### src/rtl/modular_inverse_unit_defines.svh
// assertion macros shared by the modular inverse unit
`ifndef MODULAR_INVERSE_UNIT_DEFINES_SVH
`define MODULAR_INVERSE_UNIT_DEFINES_SVH

// same-cycle implication
`define MI_ASSERT_IMP(lbl, clk, rst, ante, cons, msg) \
   lbl: assert property (@(posedge clk) disable iff (rst) (ante) |-> (cons)) else $error(msg);

// next-cycle implication
`define MI_ASSERT_NXT(lbl, clk, rst, ante, cons, msg) \
   lbl: assert property (@(posedge clk) disable iff (rst) (ante) |=> (cons)) else $error(msg);

`endif

### src/rtl/mi_pkg.sv
package mi_pkg;

   localparam int FIELD_WIDTH = 32;

   typedef enum logic [5:0] {
      S_IDLE   = 6'b000001,
      S_DIV    = 6'b000010,
      S_END    = 6'b000100,
      S_CHECK  = 6'b001000,
      S_REDUCE = 6'b010000,
      S_DONE   = 6'b100000
   } state_type;

   typedef enum logic [2:0] {
      OP_NONE,
      OP_LOAD,
      OP_STEP,
      OP_END_FIRST,
      OP_END_ROUND,
      OP_ROUND_INIT,
      OP_REDUCE,
      OP_OUTPUT
   } op_type;

   typedef struct packed {
      op_type op;
   } cmd_type;

   typedef struct packed {
      logic r_cur_zero;
   } status_type;

endpackage

### src/rtl/mi_dp.sv
module mi_dp #(
   parameter int WIDTH = 32
) (
   input  logic                            clock,
   input  mi_pkg::cmd_type                 cmd,
   output mi_pkg::status_type              status,
   input  logic [mi_pkg::FIELD_WIDTH-1:0]  req_value,
   input  logic [mi_pkg::FIELD_WIDTH-1:0]  req_modulus,
   output logic [mi_pkg::FIELD_WIDTH-1:0]  rsp_inverse,
   output logic                            rsp_no_inverse
);
   import mi_pkg::*;

   logic [WIDTH-1:0] mod_ff, mod_in;
   logic             mod_zero_ff, mod_zero_in;
   logic [WIDTH-1:0] div_ff, div_in;
   logic [WIDTH-1:0] num_ff, num_in;
   logic [WIDTH-1:0] rem_ff, rem_in;
   logic [WIDTH-1:0] acc_ff, acc_in;
   logic [WIDTH-1:0] r_prev_ff, r_prev_in;
   logic [WIDTH-1:0] r_cur_ff, r_cur_in;
   logic [WIDTH-1:0] t_prev_ff, t_prev_in;
   logic [WIDTH-1:0] t_cur_ff, t_cur_in;
   logic             neg_prev_ff, neg_prev_in;
   logic             neg_cur_ff, neg_cur_in;
   logic [FIELD_WIDTH-1:0] inv_ff, inv_in;
   logic             none_ff, none_in;

   logic [WIDTH-1:0] val_w;
   logic [WIDTH-1:0] mod_w;
   logic [WIDTH:0]   rem_sh;
   logic [WIDTH:0]   rem_sub;
   logic             ge;
   logic [WIDTH-1:0] rem_step;
   logic [WIDTH-1:0] acc_step;
   logic [WIDTH-1:0] t_red;
   logic [WIDTH-1:0] inv_w;
   logic             none_w;

   always_comb begin
      val_w = WIDTH'(req_value);
      mod_w = WIDTH'(req_modulus);

      // restoring division, one quotient bit per cycle
      rem_sh   = {rem_ff, num_ff[WIDTH-1]};
      rem_sub  = rem_sh - {1'b0, div_ff};
      ge       = rem_sh >= {1'b0, div_ff};
      rem_step = ge ? rem_sub[WIDTH-1:0] : rem_sh[WIDTH-1:0];
      // quotient times t_cur, built msb first alongside the division
      acc_step = {acc_ff[WIDTH-2:0], 1'b0} + (ge ? t_cur_ff : '0);

      t_red  = (t_prev_ff >= mod_ff) ? t_prev_ff - mod_ff : t_prev_ff;
      inv_w  = (neg_prev_ff && (t_prev_ff != '0)) ? mod_ff - t_prev_ff : t_prev_ff;
      none_w = mod_zero_ff || (r_prev_ff != WIDTH'(1));
   end

   always_comb begin
      mod_in      = mod_ff;
      mod_zero_in = mod_zero_ff;
      div_in      = div_ff;
      num_in      = num_ff;
      rem_in      = rem_ff;
      acc_in      = acc_ff;
      r_prev_in   = r_prev_ff;
      r_cur_in    = r_cur_ff;
      t_prev_in   = t_prev_ff;
      t_cur_in    = t_cur_ff;
      neg_prev_in = neg_prev_ff;
      neg_cur_in  = neg_cur_ff;
      inv_in      = inv_ff;
      none_in     = none_ff;
      unique case (cmd.op)
         OP_LOAD: begin
            mod_in      = mod_w;
            mod_zero_in = (mod_w == '0);
            div_in      = mod_w;
            num_in      = val_w;
            rem_in      = '0;
            acc_in      = '0;
            r_prev_in   = mod_w;
            t_prev_in   = '0;
            t_cur_in    = WIDTH'(1);
            neg_prev_in = 1'b0;
            neg_cur_in  = 1'b0;
         end
         OP_STEP: begin
            num_in = {num_ff[WIDTH-2:0], 1'b0};
            rem_in = rem_step;
            acc_in = acc_step;
         end
         OP_END_FIRST: begin
            r_cur_in = rem_ff;
         end
         OP_END_ROUND: begin
            r_prev_in   = r_cur_ff;
            r_cur_in    = rem_ff;
            t_prev_in   = t_cur_ff;
            // signs alternate, so magnitudes add
            t_cur_in    = t_prev_ff + acc_ff;
            neg_prev_in = neg_cur_ff;
            neg_cur_in  = !neg_cur_ff;
         end
         OP_ROUND_INIT: begin
            num_in = r_prev_ff;
            div_in = r_cur_ff;
            rem_in = '0;
            acc_in = '0;
         end
         OP_REDUCE: begin
            t_prev_in = t_red;
         end
         OP_OUTPUT: begin
            inv_in  = none_w ? '0 : FIELD_WIDTH'(inv_w);
            none_in = none_w;
         end
         default: begin
         end
      endcase
   end

   always_ff @(posedge clock) begin
      mod_ff      <= mod_in;
      mod_zero_ff <= mod_zero_in;
      div_ff      <= div_in;
      num_ff      <= num_in;
      rem_ff      <= rem_in;
      acc_ff      <= acc_in;
      r_prev_ff   <= r_prev_in;
      r_cur_ff    <= r_cur_in;
      t_prev_ff   <= t_prev_in;
      t_cur_ff    <= t_cur_in;
      neg_prev_ff <= neg_prev_in;
      neg_cur_ff  <= neg_cur_in;
      inv_ff      <= inv_in;
      none_ff     <= none_in;
   end

   assign status.r_cur_zero = (r_cur_ff == '0);
   assign rsp_inverse       = inv_ff;
   assign rsp_no_inverse    = none_ff;

endmodule

### src/rtl/mi_ctrl.sv
`include "modular_inverse_unit_defines.svh"

module mi_ctrl #(
   parameter int WIDTH = 32
) (
   input  logic               clock,
   input  logic               reset,
   input  logic               req_valid,
   output logic               req_stall,
   output logic               rsp_valid,
   input  logic               rsp_stall,
   input  mi_pkg::status_type status,
   output mi_pkg::cmd_type    cmd
);
   import mi_pkg::*;

   localparam int CNT_W = $clog2(WIDTH);
   localparam logic [CNT_W-1:0] CNT_LAST = CNT_W'(WIDTH - 1);

   state_type        state_ff, state_in;
   logic [CNT_W-1:0] cnt_ff, cnt_in;
   logic             round_ff, round_in;
   logic             rsp_valid_ff, rsp_valid_in;
   logic             out_free;

   assign out_free = !rsp_valid_ff || !rsp_stall;

   always_comb begin
      state_in  = state_ff;
      cnt_in    = cnt_ff;
      round_in  = round_ff;
      cmd.op    = OP_NONE;
      req_stall = 1'b1;
      unique case (state_ff)
         S_IDLE: begin
            req_stall = 1'b0;
            if (req_valid) begin
               cmd.op   = OP_LOAD;
               round_in = 1'b0;
               cnt_in   = '0;
               state_in = S_DIV;
            end
         end
         S_DIV: begin
            cmd.op = OP_STEP;
            if (cnt_ff == CNT_LAST) begin
               cnt_in   = '0;
               state_in = S_END;
            end else begin
               cnt_in = cnt_ff + 1'b1;
            end
         end
         S_END: begin
            cmd.op   = round_ff ? OP_END_ROUND : OP_END_FIRST;
            round_in = 1'b1;
            state_in = S_CHECK;
         end
         S_CHECK: begin
            if (status.r_cur_zero) begin
               state_in = S_REDUCE;
            end else begin
               cmd.op   = OP_ROUND_INIT;
               state_in = S_DIV;
            end
         end
         S_REDUCE: begin
            cmd.op   = OP_REDUCE;
            state_in = S_DONE;
         end
         S_DONE: begin
            if (out_free) begin
               cmd.op   = OP_OUTPUT;
               state_in = S_IDLE;
            end
         end
         default: begin
            state_in = S_IDLE;
         end
      endcase
      rsp_valid_in = (cmd.op == OP_OUTPUT) || (rsp_valid_ff && rsp_stall);
   end

   always_ff @(posedge clock) begin
      if (reset) begin
         state_ff     <= S_IDLE;
         cnt_ff       <= '0;
         round_ff     <= 1'b0;
         rsp_valid_ff <= 1'b0;
      end else begin
         state_ff     <= state_in;
         cnt_ff       <= cnt_in;
         round_ff     <= round_in;
         rsp_valid_ff <= rsp_valid_in;
      end
   end

   assign rsp_valid = rsp_valid_ff;

   `MI_ASSERT_NXT(a_accept_starts_div, clock, reset, req_valid && !req_stall, state_ff == S_DIV, "accepted word did not start a division")
   `MI_ASSERT_NXT(a_output_sets_valid, clock, reset, cmd.op == OP_OUTPUT, rsp_valid_ff, "result written without valid")
   `MI_ASSERT_IMP(a_cnt_idle_zero, clock, reset, state_ff != S_DIV, cnt_ff == '0, "step counter left nonzero outside division")
   `MI_ASSERT_IMP(a_no_overwrite, clock, reset, cmd.op == OP_OUTPUT, out_free, "pending result overwritten")

endmodule

### src/rtl/modular_inverse_unit.sv
// each word runs bit-serial euclid divisions until the remainder is zero, then a
// reduce step; then the result is written and rsp_valid is raised with it
// each division steps in S_DIV, then S_END latches the remainder and S_CHECK tests it
// throughput: one word at a time, the next word taken only after the last result is
// written; a new word is taken while the last result waits
// reset: synchronous, active high; clears the controller and the result valid
module modular_inverse_unit #(
   parameter int WIDTH = 32
) (
   input  logic                           clock,
   input  logic                           reset,
   input  logic                           req_valid,
   output logic                           req_stall,
   input  logic [mi_pkg::FIELD_WIDTH-1:0] req_value,
   input  logic [mi_pkg::FIELD_WIDTH-1:0] req_modulus,
   output logic                           rsp_valid,
   input  logic                           rsp_stall,
   output logic [mi_pkg::FIELD_WIDTH-1:0] rsp_inverse,
   output logic                           rsp_no_inverse
);
   import mi_pkg::*;

   cmd_type    cmd;
   status_type status;

   mi_ctrl #(
      .WIDTH(WIDTH)
   ) u_ctrl (
      .clock     (clock),
      .reset     (reset),
      .req_valid (req_valid),
      .req_stall (req_stall),
      .rsp_valid (rsp_valid),
      .rsp_stall (rsp_stall),
      .status    (status),
      .cmd       (cmd)
   );

   mi_dp #(
      .WIDTH(WIDTH)
   ) u_dp (
      .clock          (clock),
      .cmd            (cmd),
      .status         (status),
      .req_value      (req_value),
      .req_modulus    (req_modulus),
      .rsp_inverse    (rsp_inverse),
      .rsp_no_inverse (rsp_no_inverse)
   );

endmodule
### config.mk
export PLATFORM = sky130hd
export DESIGN_NAME = modular_inverse_unit
export DESIGN_NICKNAME = d
export VERILOG_FILES = /design/src/rtl/mi_pkg.sv /design/src/rtl/mi_dp.sv /design/src/rtl/mi_ctrl.sv /design/src/rtl/modular_inverse_unit.sv
export VERILOG_INCLUDE_DIRS = /design/src /design/src/rtl
export SDC_FILE = /design/constraint.sdc
export NUM_CORES = 1
export LEC_CHECK = 0
export BUFFER_PORTS_ARGS = -buffer_cell sky130_fd_sc_hd__buf_2
export CAP_MARGIN = 20
export CORE_MARGIN = 2
export CORE_UTILIZATION = 35
export CTS_CLUSTER_DIAMETER = 120
export DETAILED_ROUTE_END_ITERATION = 10
export GPL_TIMING_DRIVEN = 0
export SLEW_MARGIN = 20
export SYNTH_ARGS = -nofsm -noshare
export SYNTH_HDL_FRONTEND = slang
export SYNTH_SLANG_ARGS = --single-unit
export TNS_END_PERCENT = 10
### constraint.sdc
create_clock -name clock -period 7 [get_ports clock]
set_input_delay 0 -clock clock [delete_from_list [all_inputs] [get_ports clock]]
set_output_delay 0 -clock clock [all_outputs]
set_load 0.03 [all_outputs]
Word-level counts from Yosys, hierarchy flattened

Cells that the tools add are included.

Flip-flop bits (word level): 337
Output and inout port bits: 35

$add $sub $neg: 6
$lt $le $gt $ge: 2
Equal/unequal tests: 19
Mux-type cells: 29
Reductions and logical operators: 24

Operators by type and width:

| operator                                                | count |
|---|---|
| case mux 32 bit (2 select lines)                        | 5 |
| case mux 32 bit (3 select lines)                        | 2 |
| 2-to-1 mux 32 bit                                       | 4 |
| subtractor 32 bit                                       | 3 |
| adder 32 bit                                            | 2 |
| logical NOT 32 bit                                      | 2 |
| case mux 6 bit (6 select lines)                         | 1 |
| >= comparator 33 x 32 -> 1 bit                          | 1 |
| >= comparator 32 bit                                    | 1 |
| inequality test 32 x 1 -> 1 bit (second input constant) | 1 |
| nonzero test 32 bit                                     | 1 |
| 2-to-1 mux 6 bit                                        | 3 |
| case mux 3 bit (6 select lines)                         | 1 |
| 2-to-1 mux 5 bit                                        | 3 |
| == test 3 bit (second input constant)                   | 4 |
| case mux 5 bit (2 select lines)                         | 1 |
| nonzero test 2 bit                                      | 5 |
| 2-to-1 mux 3 bit                                        | 3 |
| == test 3 x 2 -> 1 bit (second input constant)          | 2 |
| == test 6 x 1 -> 1 bit (second input constant)          | 1 |
| == test 6 x 2 -> 1 bit (second input constant)          | 1 |
| == test 6 x 3 -> 1 bit (second input constant)          | 1 |
| == test 6 x 4 -> 1 bit (second input constant)          | 1 |
| == test 6 x 5 -> 1 bit (second input constant)          | 1 |
| 15 further kinds                                        | 30 |

Longest topological paths before layout

Gate-level depths: netlist of run 1.

Depth after elaboration: 7
Gate-level depth with buffers: 23

Cells and area by module

Synthesis of run 1 repeated with hierarchy kept, for this count alone.

Cells, all modules: 2235
Area total of the unflattened synthesis: 21896.0 um^2

By module, submodules not included:

| module  | instances | cells an instance | area each (um^2) | seq. area each (um^2) |
|---|---|---|---|---|
| mi_dp   | 1         | 2155              | 21195.3          | 9729.3 |
| mi_ctrl | 1         | 80                | 700.7            | 260.2 |

Worst setup path before layout of run 1

OpenSTA, ideal clock, no wires.

Path type: reg-to-reg
Start: register u_ctrl.state_ff[3]
End: register u_dp.t_prev_ff[0] (enable)
Setup time: 439 ps
Data arrival time: 5648 ps
Required time: 6561 ps
Slack: 913 ps
Cell stages (with the launch flop): 8
Path buffers: 1
Cells stage by stage: dfxtp_1 > nor4_1 > and3b_1 > clkbuf_1 > nand2_1 > nand2_1 > a2111oi_0 > a32oi_1

Cells in the longest elaborated chain, start to end: 5

Ends and longest elaborated chain:

| item                                                                                  | RTL line      | RTL |
|---|---|---|
| from (decl)                                                                           | mi_ctrl.sv:20 | `state_type state_ff, state_in;` |
| from (signal assigned)                                                                | mi_ctrl.sv:90 | `state_ff <= state_in;` |
| == test 6 bit (tied with other cells)                                                 | mi_ctrl.sv:34 | `unique case (state_ff)` |
| case mux 3 bit (6 select lines) (*)                                                   | mi_ctrl.sv:34 |  |
| == test 3 bit / == test 3 x 1 -> 1 bit (equally long branches)                        | mi_dp.sv:72   | `unique case (cmd.op)` |
| inequality test 2 x 1 -> 1 bit (no line) / nonzero test 3 bit (equally long branches) | n/a           |  |
| AND reduction 2 bit (no line) (*)                                                     | n/a           |  |
| to (signal assigned)                                                                  | mi_dp.sv:130  | `t_prev_ff <= t_prev_in;` |
| to (decl)                                                                             | mi_dp.sv:22   | `logic [WIDTH-1:0] t_prev_ff, t_prev_in;` |

Mark *: on every way between the ends. The rest lies on a longest branch, timed or not.
A chain may end at the register's enable or synchronous reset.

Worst setup path in the final report of run 1

Start: register u_dp.rem_ff[0]
End: register u_dp.acc_ff[28], data pin

Cells in the longest elaborated chain, start to end: 4

Ends and longest elaborated chain:

| item                             | RTL line     | RTL |
|---|---|---|
| from (decl)                      | mi_dp.sv:18  | `logic [WIDTH-1:0] rem_ff, rem_in;` |
| from (signal assigned)           | mi_dp.sv:126 | `rem_ff <= rem_in;` |
| >= comparator 33 x 32 -> 1 bit   | mi_dp.sv:47  | `ge = rem_sh >= {1'b0, div_ff};` |
| 2-to-1 mux 32 bit                | mi_dp.sv:50  | `acc_step = {acc_ff[WIDTH-2:0], 1'b0} + (ge ? t_cur_ff : '0);` |
| adder 32 bit                     | mi_dp.sv:50  |  |
| case mux 32 bit (2 select lines) | mi_dp.sv:72  |  |
| to (signal assigned)             | mi_dp.sv:127 | `acc_ff <= acc_in;` |
| to (decl)                        | mi_dp.sv:19  | `logic [WIDTH-1:0] acc_ff, acc_in;` |

No other way between the ends.

==> results.md, run 1 <==
Worst setup path:
- STA classifies the critical path startpoint as a register.
- The type of the setup path with the least slack is reg2reg.
- The endpoint arrival time on the critical path is 6.74 ns.
- Walking the worst path, the cells encountered are ha_1 > nor2b_1 > o31ai_1 > a21oi_1 > or4_1 > a21oi_1 > o31a_2 > nor2_1 > buf_2 > clkbuf_1 > and2_1 > ha_1 > o211ai_1 > o21ai_0 > o311ai_2 > a211o_1 > a21oi_1 > o41ai_4 > o31ai_1 > xnor2_1 > nor2_1.
- The required time at the worst-slack endpoint is between 7 and 8 ns.
- Counting stages on the worst path, the most repeated cell is a21oi_1.
- The kind of cell adding the most delay to the critical path is compound AO/OA/AOI/OAI gates.
- The slowest cell on the critical path is or4_1.
- Of all nets on the critical path, the largest fanout is 10.
- The buffering stage count on the worst path with inverters included is 2.
- The largest single stage delay on the critical path is roughly 0.54 ns.
- The type of element capturing the critical path is a register.

GRT:
- The total routing usage reported by global routing is 0.216.
- The layer flagged by global routing as most heavily used is met2.
- The number of antenna violations at the first check in global routing is 0.
- The met3 routing resource usage after global routing is 0.0240.
- The residual overflow from global routing is 0.
- The first global-routing pass estimated 106,000 um of wire.
- Entering global routing, the biggest net connects 43 pins.
- In the global route stage, met2 resource usage came out at 0.343.
- The via count of the first global-routing pass is around 18,000.
- For this run, global-route usage on met1 was measured as 0.301.

Cells and area:
- The area added between synthesis and finish is 17.4%.
- The sequential standard cell area is approximately 10000 um2.
- The net count of the finished layout is 2,709.
- The multi-input combinational cells in the finished layout cover a total of 11,000 um2.
- The final standard cell area without fillers is 25,500 um2.
- The count of antenna diodes in the layout is 0.
- After filler insertion, the fill cell instance count of the layout stands at 5,966.
- The fraction of layout instances using a drive strength above 1 is 0.0929.
- After the flow finishes, the layout carries non-filler instances totaling about 3,300.

Floorplanning:
- The floorplan row count is 91.
- The initial core utilization is 0.353.
- The x dimension of the die is 253 um.
- For this design the top-level I/O count stands at a little over 100.
- From bottom edge to top edge, the die measures ~250 um.
- The placeable core region is ~62,000 um2.
- The die area is 64,200 um2.

Power:
- The switching part of the total power is 0.370.
- The analysis attributes to cell leakage a power of 10.3 nW.
- The internal power contribution is 0.00503 W.
- The share of total power dissipated in combinational logic is 0.386.
- Power spread over the standard cell area amounts to 312 nW/um2.
- The power spent charging and discharging nets is about 0.003 W.
- The total power draw is between 0.007 and 0.008 W.
- VDD sags by at most 0.212 mV.
- The share of total power dissipated in the clock network is 0.260.
- The power share of the sequential group is 0.354.

Timing:
- Measured against its own limit, the worst slew margin works out to 0.279.
- The sum of negative setup slack is 0 ns.
- The final period demand of the worst path is 6.41 ns.
- The number of hold-slack violations in the final timing report was 0.
- The achievable clock frequency is ~160 MHz.
- The pin slew with the least headroom to its limit is between 1 and 1.5 ns.
- Setup repair after global routing left no endpoint under its margin.
- Dividing the final minimum period by the clock period gives 0.915.
- The final number of max-transition violations was 0.
- The number of failing setup endpoints in the final timing report is 0.
- For the final database, setup skew stands at approximately 0.024 ns.

Drt:
- The average detailed-routed wire length per instance is 20.9 um.
- The overall via count from detail_route is ~18,000.
- The residual antenna-violating net count after detailed routing is 0.
- After the first detailed-routing iteration, the DRC count stood at 1,623.
- The wire length reported by the detailed router is 70,000 um.
- The number of detailed-route iterations in the first pass is 6.
- The routed via count divided by cell count is 5.48.
- The count of unresolved DRC violations after routing is 0.

CTS:
- The clock passes through at most 3 buffers.
- At the later pin of the worst-skew pair, clock insertion delay measures 0.58 ns.
- The cell at the root of the clock tree is clkbuf_16.
- The clock-pin slew of the registers on the worst-case setup and hold paths is 0.07 ns.
- The clock sink count is between 300 and 400.
- The clock tree synthesis step divided the H-tree into 2 levels.
- The number of buffers created by CTS is 40.
- TritonCTS built the clock tree.

Hold path:
- The tightest min-delay check is of the in2reg type.

Synth:
- The count of mapped cells out of synthesis is 2,258.
- The fraction of synthesis flops using an asynchronous set or reset pin is 0.
- For this run, the number of Yosys warnings is 0.
- The synthesized design contains around 340 register bits.
- Counting every net in the synthesized netlist gives 2,489.
- The sequential element share of the synthesized area is 0.459.
- The synthesized netlist contains 77 unique library cells.
- The cell area after synthesis is roughly 22,000 um2.
- The average size of a mapped cell is approximately 9.6 um2.
- The flip-flop cell with the highest count after synthesis is edfxtp_1.
- The synthesized design contains about 320 enable-type register cells.

Place:
- Buffers placed on the I/O ports in this run total 102.
- Once placement finished, the instance area stood at 23,500 um2.
- The number of placed instances, taps included, is about 3,200.
- The post-DP HPWL is between 50,000 and 60,000 um.
- The congestion estimate from routability-driven global placement came to 0.941.

Outcome:
- The run finished with clean final reports.

Flow run:
- Max-cap violations in this run came to 0.
cells in the final DEF (no fill, tap or decap), types with 14 or more instances in the layout:
| master | Yosys | final |
|---|---|---|
| and2_1 | 45 | 45 |
| clkbuf_1 | 75 | 79 |
| nand2b_1 | 18 | 18 |
| nor4_1 | 37 | 37 |
| or3_1 | 14 | 14 |
| o21bai_1 | 24 | 24 |
| buf_2 | 4 | 107 |
| a21oi_1 | 189 | 188 |
| o31ai_1 | 20 | 20 |
| nand2_1 | 337 | 335 |
| a21o_1 | 74 | 74 |
| mux2_2 | 34 | 34 |
| nor3_1 | 40 | 40 |
| dlygate4sd3_1 | 0 | 69 |
| nor2b_1 | 14 | 14 |
| o21ai_0 | 114 | 114 |
| inv_1 | 144 | 143 |
| clkbuf_16 | 0 | 41 |
| xnor2_1 | 73 | 73 |
| ha_1 | 158 | 158 |
| xor2_1 | 42 | 42 |
| a31oi_1 | 14 | 14 |
| a211oi_1 | 24 | 24 |
| a22oi_1 | 31 | 31 |
| edfxtp_1 | 324 | 324 |
| nand4_1 | 22 | 22 |
| nor2_1 | 157 | 157 |
| nand3_1 | 37 | 37 |
| o21a_1 | 14 | 14 |
through the flow:
step	setup slack, ns	hold slack [ns]	utilization
final	0.594	0.205	0.415
after global routing	0.112	0.194	0.415
after CTS	0.0495	0.163	0.414
after detailed placement	-0.126	0.234	0.382
after global placement	-2.15	0.237	0.379
after floorplan	0.913	0.0989	-
logic make-up (layout without fill, tap and decap cells):
logic type	after synthesis	count (layout)	share of synthesized area
flip-flops	337	337	0.459
buffers and inverters	234	483	0.0409
AND/OR/NAND/NOR	785	785	0.167
adder cells (fa/ha/maj)	163	163	0.0954
AO/OA/AOI/OAI	583	583	0.170
multiplexers	40	40	0.0203
XOR/XNOR	116	116	0.0473
worst register-to-register path: stages (launching register included):
cell and delay, ns:
edfxtp_1 0.44, ha_1 0.33, nor2b_1 0.14, o31ai_1 0.42, a21oi_1 0.24, or4_1 0.54
a21oi_1 0.32, o31a_2 0.25, nor2_1 0.06, buf_2 0.27, clkbuf_1 0.30, and2_1 0.25
ha_1 0.34, o211ai_1 0.09, o21ai_0 0.47, o311ai_2 0.20, a211o_1 0.34, a21oi_1 0.41
o41ai_4 0.17, o31ai_1 0.35, xnor2_1 0.17, nor2_1 0.05
cell usage after synthesis, types with 5 or more instances:
library cell    n  share of area
nor3_1         40         0.0092
ha_1          158          0.091
mux2i_1         6         0.0028
o31ai_1        20         0.0069
o211ai_1       11         0.0038
nand2_1       337          0.058
dfxtp_1        13          0.012
o21ai_0       114          0.026
and3_1         13         0.0037
edfxtp_1      324           0.45
a31oi_1        14         0.0040
nand3b_1       12         0.0041
a21oi_1       189          0.043
xnor2_1        73          0.029
o21bai_1       24         0.0083
nor4_1         37          0.011
nor2b_1        14         0.0040
o21a_1         14         0.0048
inv_1         144          0.025
a22oi_1        31          0.011
or4_1           6         0.0021
fa_1            5         0.0046
a211oi_1       24         0.0083
mux2_2         34          0.018
nand2b_1       18         0.0052
buf_1          10         0.0017
a211o_1         7         0.0028
xor2_1         42          0.017
nor3b_1         8         0.0028
clkbuf_1       75          0.013
or3_1          14         0.0040
nand3_1        37         0.0085
a21o_1         74          0.026
or2_2          13         0.0037
a2111oi_0       9         0.0036
and2_1         45          0.013
nand4_1        22         0.0063
nor2_1        157          0.027
repair_timing:
action	CTS	global route
hold endpoints to repair	151	0
hold buffers	69	0
buffers inserted	0	0
setup endpoints to repair	3	4
pin swaps	0	0
gates resized for setup	1	3
layer usage:
metal / wire [um] / up-vias / part of all wire
li1: - / 8657 / -
met1: 31500 / 8831 / 0.45
met2: 31500 / 713 / 0.45
met3: 4230 / 120 / 0.060
met4: 2750 / 0 / 0.039
met5: 0 / - / 0
final timing paths:
kind | from | slack [ns] | cells after the start | end
worst max-delay path | u_dp.rem_ff[0]$_SDFFCE_PP0P_ | 0.59 | 21 | u_dp.acc_ff[28]$_SDFFCE_PP0P_
worst min-delay path | req_modulus[6] | 0.21 | 2 | u_dp.mod_ff[6]$_DFFE_PP_
worst max register to register | u_dp.rem_ff[0]$_SDFFCE_PP0P_ | 0.59 | 21 | u_dp.acc_ff[28]$_SDFFCE_PP0P_
worst min register to register | u_dp.rem_ff[5]$_SDFFCE_PP0P_ | 0.48 | 0 | u_dp.r_cur_ff[5]$_DFFE_PP_
cell type report:
type                    instances  share of cell area
flip-flops and latches        337               0.391
clock inverters                25             0.00936
inverters                     144              0.0212
well taps                     837              0.0410
clock buffers                  46              0.0409
repair buffers                178              0.0537
plain buffers                  90              0.0138
multi-input cells            1687               0.429
power by group through the flow:
stage / clock (W) / combinational [W] / sequential [W]
2_1_floorplan: 0 / 0.00230 / 0.00274
3_3_place_gp: 0 / 0.00290 / 0.00287
3_5_place_dp: 0 / 0.00298 / 0.00285
4_1_cts: 0.00211 / 0.00303 / 0.00282
5_1_grt: 0.00219 / 0.00343 / 0.00284
6_report: 0.00207 / 0.00308 / 0.00282
flip-flops by register name (all words and copies together) (netlist names), 6 cells and up:
register	count
u_dp.r_cur_ff	32
u_dp.rem_ff	32
u_dp.t_cur_ff	32
u_dp.rsp_inverse	32
u_ctrl.state_ff	6
u_dp.mod_ff	32
u_dp.num_ff	32
u_dp.div_ff	32
u_dp.acc_ff	32
u_dp.r_prev_ff	32
u_dp.t_prev_ff	32
(Power assumes the default switching activity.)
==> run 2: changes to the inputs <==
PLACE_DENSITY = 0.57   (was unset)
==> run 2 against run 1 <==
  * Sequential cell count unchanged
  * Sequential power about the same
  * Global-route usage increased by 0.17 points
  * Routed wire length increased by 0.93%
  * First-iteration DRC count decreased by 5.5%
==> results.md, run 2 (synthesized netlist as in run 1, its figures left out) <==
Outcome:
- The run finished with clean final reports.

Drt:
- The number of detailed-route iterations in the first pass is 5 (-1).
- The residual antenna-violating net count after detailed routing came to 0 (unchanged).
- The overall via count from detail_route is 18,400 (+0.34%).
- The count of unresolved DRC violations after routing came to 0 (unchanged).
- The average detailed-routed wire length per instance was 21.1 um (+0.93%).
- The wire length reported by the detailed router is 70,700 um (+0.93%).
- The routed via count divided by cell count came to 5.50 (+0.34%).
- The number of DRC markers after the initial detailed-route iteration came to 1,533 (-5.5%).

CTS:
- The setup fix buffers added after clock tree synthesis is 0 (unchanged).
- The clock sink count came to 337 (unchanged).
- The maximum level of the CTS H-tree is 2 (unchanged).
- TritonCTS built the clock tree.
- The clock latency on the worst-skew pair is 0.59 ns (about the same).
- The worst-case clock buffer depth is 3 (unchanged).
- The clock-pin slew of the registers on the worst-case setup and hold paths is 0.06 ns (about the same).
- The number of buffers created by CTS came to 39 (-2.5%).
- The cell at the root of the clock tree is clkbuf_16.

GRT:
- The residual overflow from global routing is 0 (unchanged).
- The number of antenna violations at the first check in global routing is 1 (+1).
- The largest net degree at the start of global routing is 50 (+16%).
- The via count of the first global-routing pass is 17,800 (+0.83%).
- The total routing usage reported by global routing is 0.218 (+0.00168).
- The global-route wire length before repair is 106,000 um (+0.59%).

Timing:
- The number of failing setup endpoints in the final timing report is 0 (unchanged).
- Setup repair after global routing left no endpoint under its margin.
- The sum of negative setup slack is 0 ns (unchanged).
- The final period demand of the worst path was 6.63 ns (+0.222 ns).
- The pin slew with the least headroom to its limit came to 1.05 ns (-0.0215 ns).
- The number of hold-slack violations in the final timing report is 0 (unchanged).
- The final worst-path cycle share came to 0.947 (+0.0317).
- The worst hold slack after final layout came to 0.220 ns (+0.0148 ns).
- The setup clock skew after layout is 0.0296 ns (+0.00533 ns).
- The achievable clock frequency was 151 MHz (-3.3%).
- The final number of max-transition violations was 0 (unchanged).
- The worst-case headroom to the max-slew limit is 0.285 (+0.00560).

Cells and area:
- The number of non-filler instances in the completed layout came to 3,344 (unchanged).
- Leaving out fill and tap cells, the most frequent cell in the layout is nand2_1.
- The filler cell count in the final layout is 5,883 (-1.4%).
- The final core area utilization is 0.415 (+0.000609).
- The sequential standard cell area is 9990 um2 (unchanged).
- The count of antenna diodes in the layout was 0 (unchanged).
- From synthesis to final layout, the design area changed by 17.5%.
- The fraction of layout instances using a drive strength above 1 is 0.0933 (+0.000399).
- The area of the multi-input gates is 10,900 um2 (-0.11%).
- The number of nets in the final layout came to 2,708 (-0.037%).
- In the layout the commonest cells are nand2_1 (335), edfxtp_1 (324), a21oi_1 (188).

Place:
- The cell total after placement was 3,204 (unchanged).
- The number of port buffers was 102 (unchanged).
- The post-DP HPWL is 54,200 um (+0.53%).
- The final weighted congestion in routability-driven placement is 0.962 (+2.3%).

Floorplanning:
- The placeable core region is 61,600 um2 (unchanged).
- The vertical die dimension is 253 um (unchanged).
- The floorplan row count came to 91 (unchanged).
- The x dimension of the die is 253 um (unchanged).
- The initial core utilization came to 0.353 (unchanged).
- The die area was 64,200 um2 (unchanged).
- The number of placed I/O pins came to 103 (unchanged).

Worst setup path:
- The type of origin of the critical path is a register.
- In this run the worst setup path begins at u_dp.rem_ff[0]$_SDFFCE_PP0P_.
- The startpoint identified for the worst register-to-register timing path is u_dp.rem_ff[0]$_SDFFCE_PP0P_.
- The maximum net fanout on the critical path came to 10 (unchanged).
- The required time at the worst-slack endpoint is 7.31 ns (-0.02 ns).
- The worst-case register-to-register setup slack is 0.37 ns (-0.22 ns).
- The destination of the critical timing path is u_dp.acc_ff[28]$_SDFFCE_PP0P_.
- The endpoint arrival time on the critical path is 6.94 ns (+0.20 ns).
- The capture point of the worst reg-to-reg path is u_dp.acc_ff[28]$_SDFFCE_PP0P_.
- The type of element capturing the critical path is a register.
- The type of the setup path with the least slack is reg2reg.
- The depth of the worst register-to-register path is 21 (unchanged).

Power:
- The switching part of the total power is 0.369 (-0.00113).
- The leakage power total is 10.3 nW (+0.22%).
- The total power draw is 0.00807 W (+1.2%).
- The power share of the sequential group came to 0.350 (-0.004).
- The internal power contribution is 0.00510 W (+1.4%).
- The power density normalized to cell area is 316 nW/um2 (+1.0%).
- The power spent charging and discharging nets is 0.00298 W (+0.88%).
- The power share of the combinational group is 0.382 (-0.004).
- The part of the power in the clock network is 0.268 (+0.008).
- The worst supply voltage drop on vdd was 0.171 mV (-19%).

Flow run:
- The total of max-cap violations is 0 (unchanged).

Hold path:
- The min-delay analysis places its worst path in the category in2reg.
-- run 2: cell count changes in the layout (fill, tap and decap cells not counted), sizes merged --
cell | previous run | this run
clkbuf | 121 | 117
clkinv | 17 | 15
bufinv | 3 | 6
inv | 145 | 149
clkinvlp | 4 | 3
-- run 2: stage by stage --
step                      cell area [um2]  setup WS (ns)
final                               25600          0.372
after global routing                25600         0.0140
after CTS                           25600         0.0169
after detailed placement            23500         -0.197
after global placement              23300          -2.12
after floorplan                     21800          0.913
-- run 2: worst min-delay path by stage --
| stage | start | cells past startpoint | endpoint |
|---|---|---|---|
| 6_report | req_modulus[9] | 2 | u_dp.mod_ff[9]$_DFFE_PP_ |
| 3_5_place_dp | req_modulus[23] | 1 | u_dp.mod_ff[23]$_DFFE_PP_ |
| 5_1_grt | req_modulus[9] | 2 | u_dp.mod_ff[9]$_DFFE_PP_ |
| 3_3_place_gp | req_modulus[23] | 1 | u_dp.mod_ff[23]$_DFFE_PP_ |
| 2_1_floorplan | req_modulus[0] | 0 | u_dp.mod_ff[0]$_DFFE_PP_ |
| 4_1_cts | req_modulus[4] | 2 | u_dp.mod_ff[4]$_DFFE_PP_ |
-- run 2: layout make-up --
| class | instances | share of cell area |
|---|---|---|
| Multi-Input combinational cell | 1687 | 0.428 |
| Sequential cell | 337 | 0.390 |
| Timing Repair Buffer | 178 | 0.0539 |
| Tap cell | 837 | 0.0409 |
| Clock buffer | 42 | 0.0386 |
| Inverter | 144 | 0.0211 |
| Buffer | 90 | 0.0138 |
| Clock inverter | 29 | 0.0133 |
-- run 2: layer usage --
metal / global-route usage / vias up / part of all wire
met5: 0 / - / 0
met4: 0.0822 / 0 / 0.037
met3: 0.0301 / 146 / 0.060
met2: 0.338 / 675 / 0.45
met1: 0.307 / 8919 / 0.46
li1: - / 8644 / -
-- run 2: timing repair --
item | in CTS | in global routing
hold buffers | 69 | 0
gates resized for setup | 1 | 2
hold endpoints to repair | 155 | 0
endpoints found under the setup margin | 3 | 4
-- run 2: worst max-delay path: stages (launching register included) --
cell      delay [ns]
edfxtp_1        0.45
ha_1            0.33
nor2b_1         0.14
o31ai_1         0.48
a21oi_1         0.28
or4_1           0.57
a21oi_1         0.34
o31a_2          0.27
nor2_1          0.06
buf_2           0.26
clkbuf_1        0.30
and2_1          0.28
ha_1            0.29
a211oi_1        0.23
o21ai_0         0.26
o311ai_2        0.43
a211o_1         0.26
a21oi_1         0.15
o41ai_2         0.55
o31ai_1         0.18
xnor2_1         0.18
nor2_1          0.07
-- run 2: power groups by stage --
stage / logic [W] / registers (W) / clock network [W]
5_1_grt: 0.00343 / 0.00284 / 0.00228
4_1_cts: 0.00304 / 0.00282 / 0.00220
3_3_place_gp: 0.00291 / 0.00287 / 0
3_5_place_dp: 0.00299 / 0.00286 / 0
6_report: 0.00309 / 0.00282 / 0.00216
2_1_floorplan: 0.00230 / 0.00274 / 0
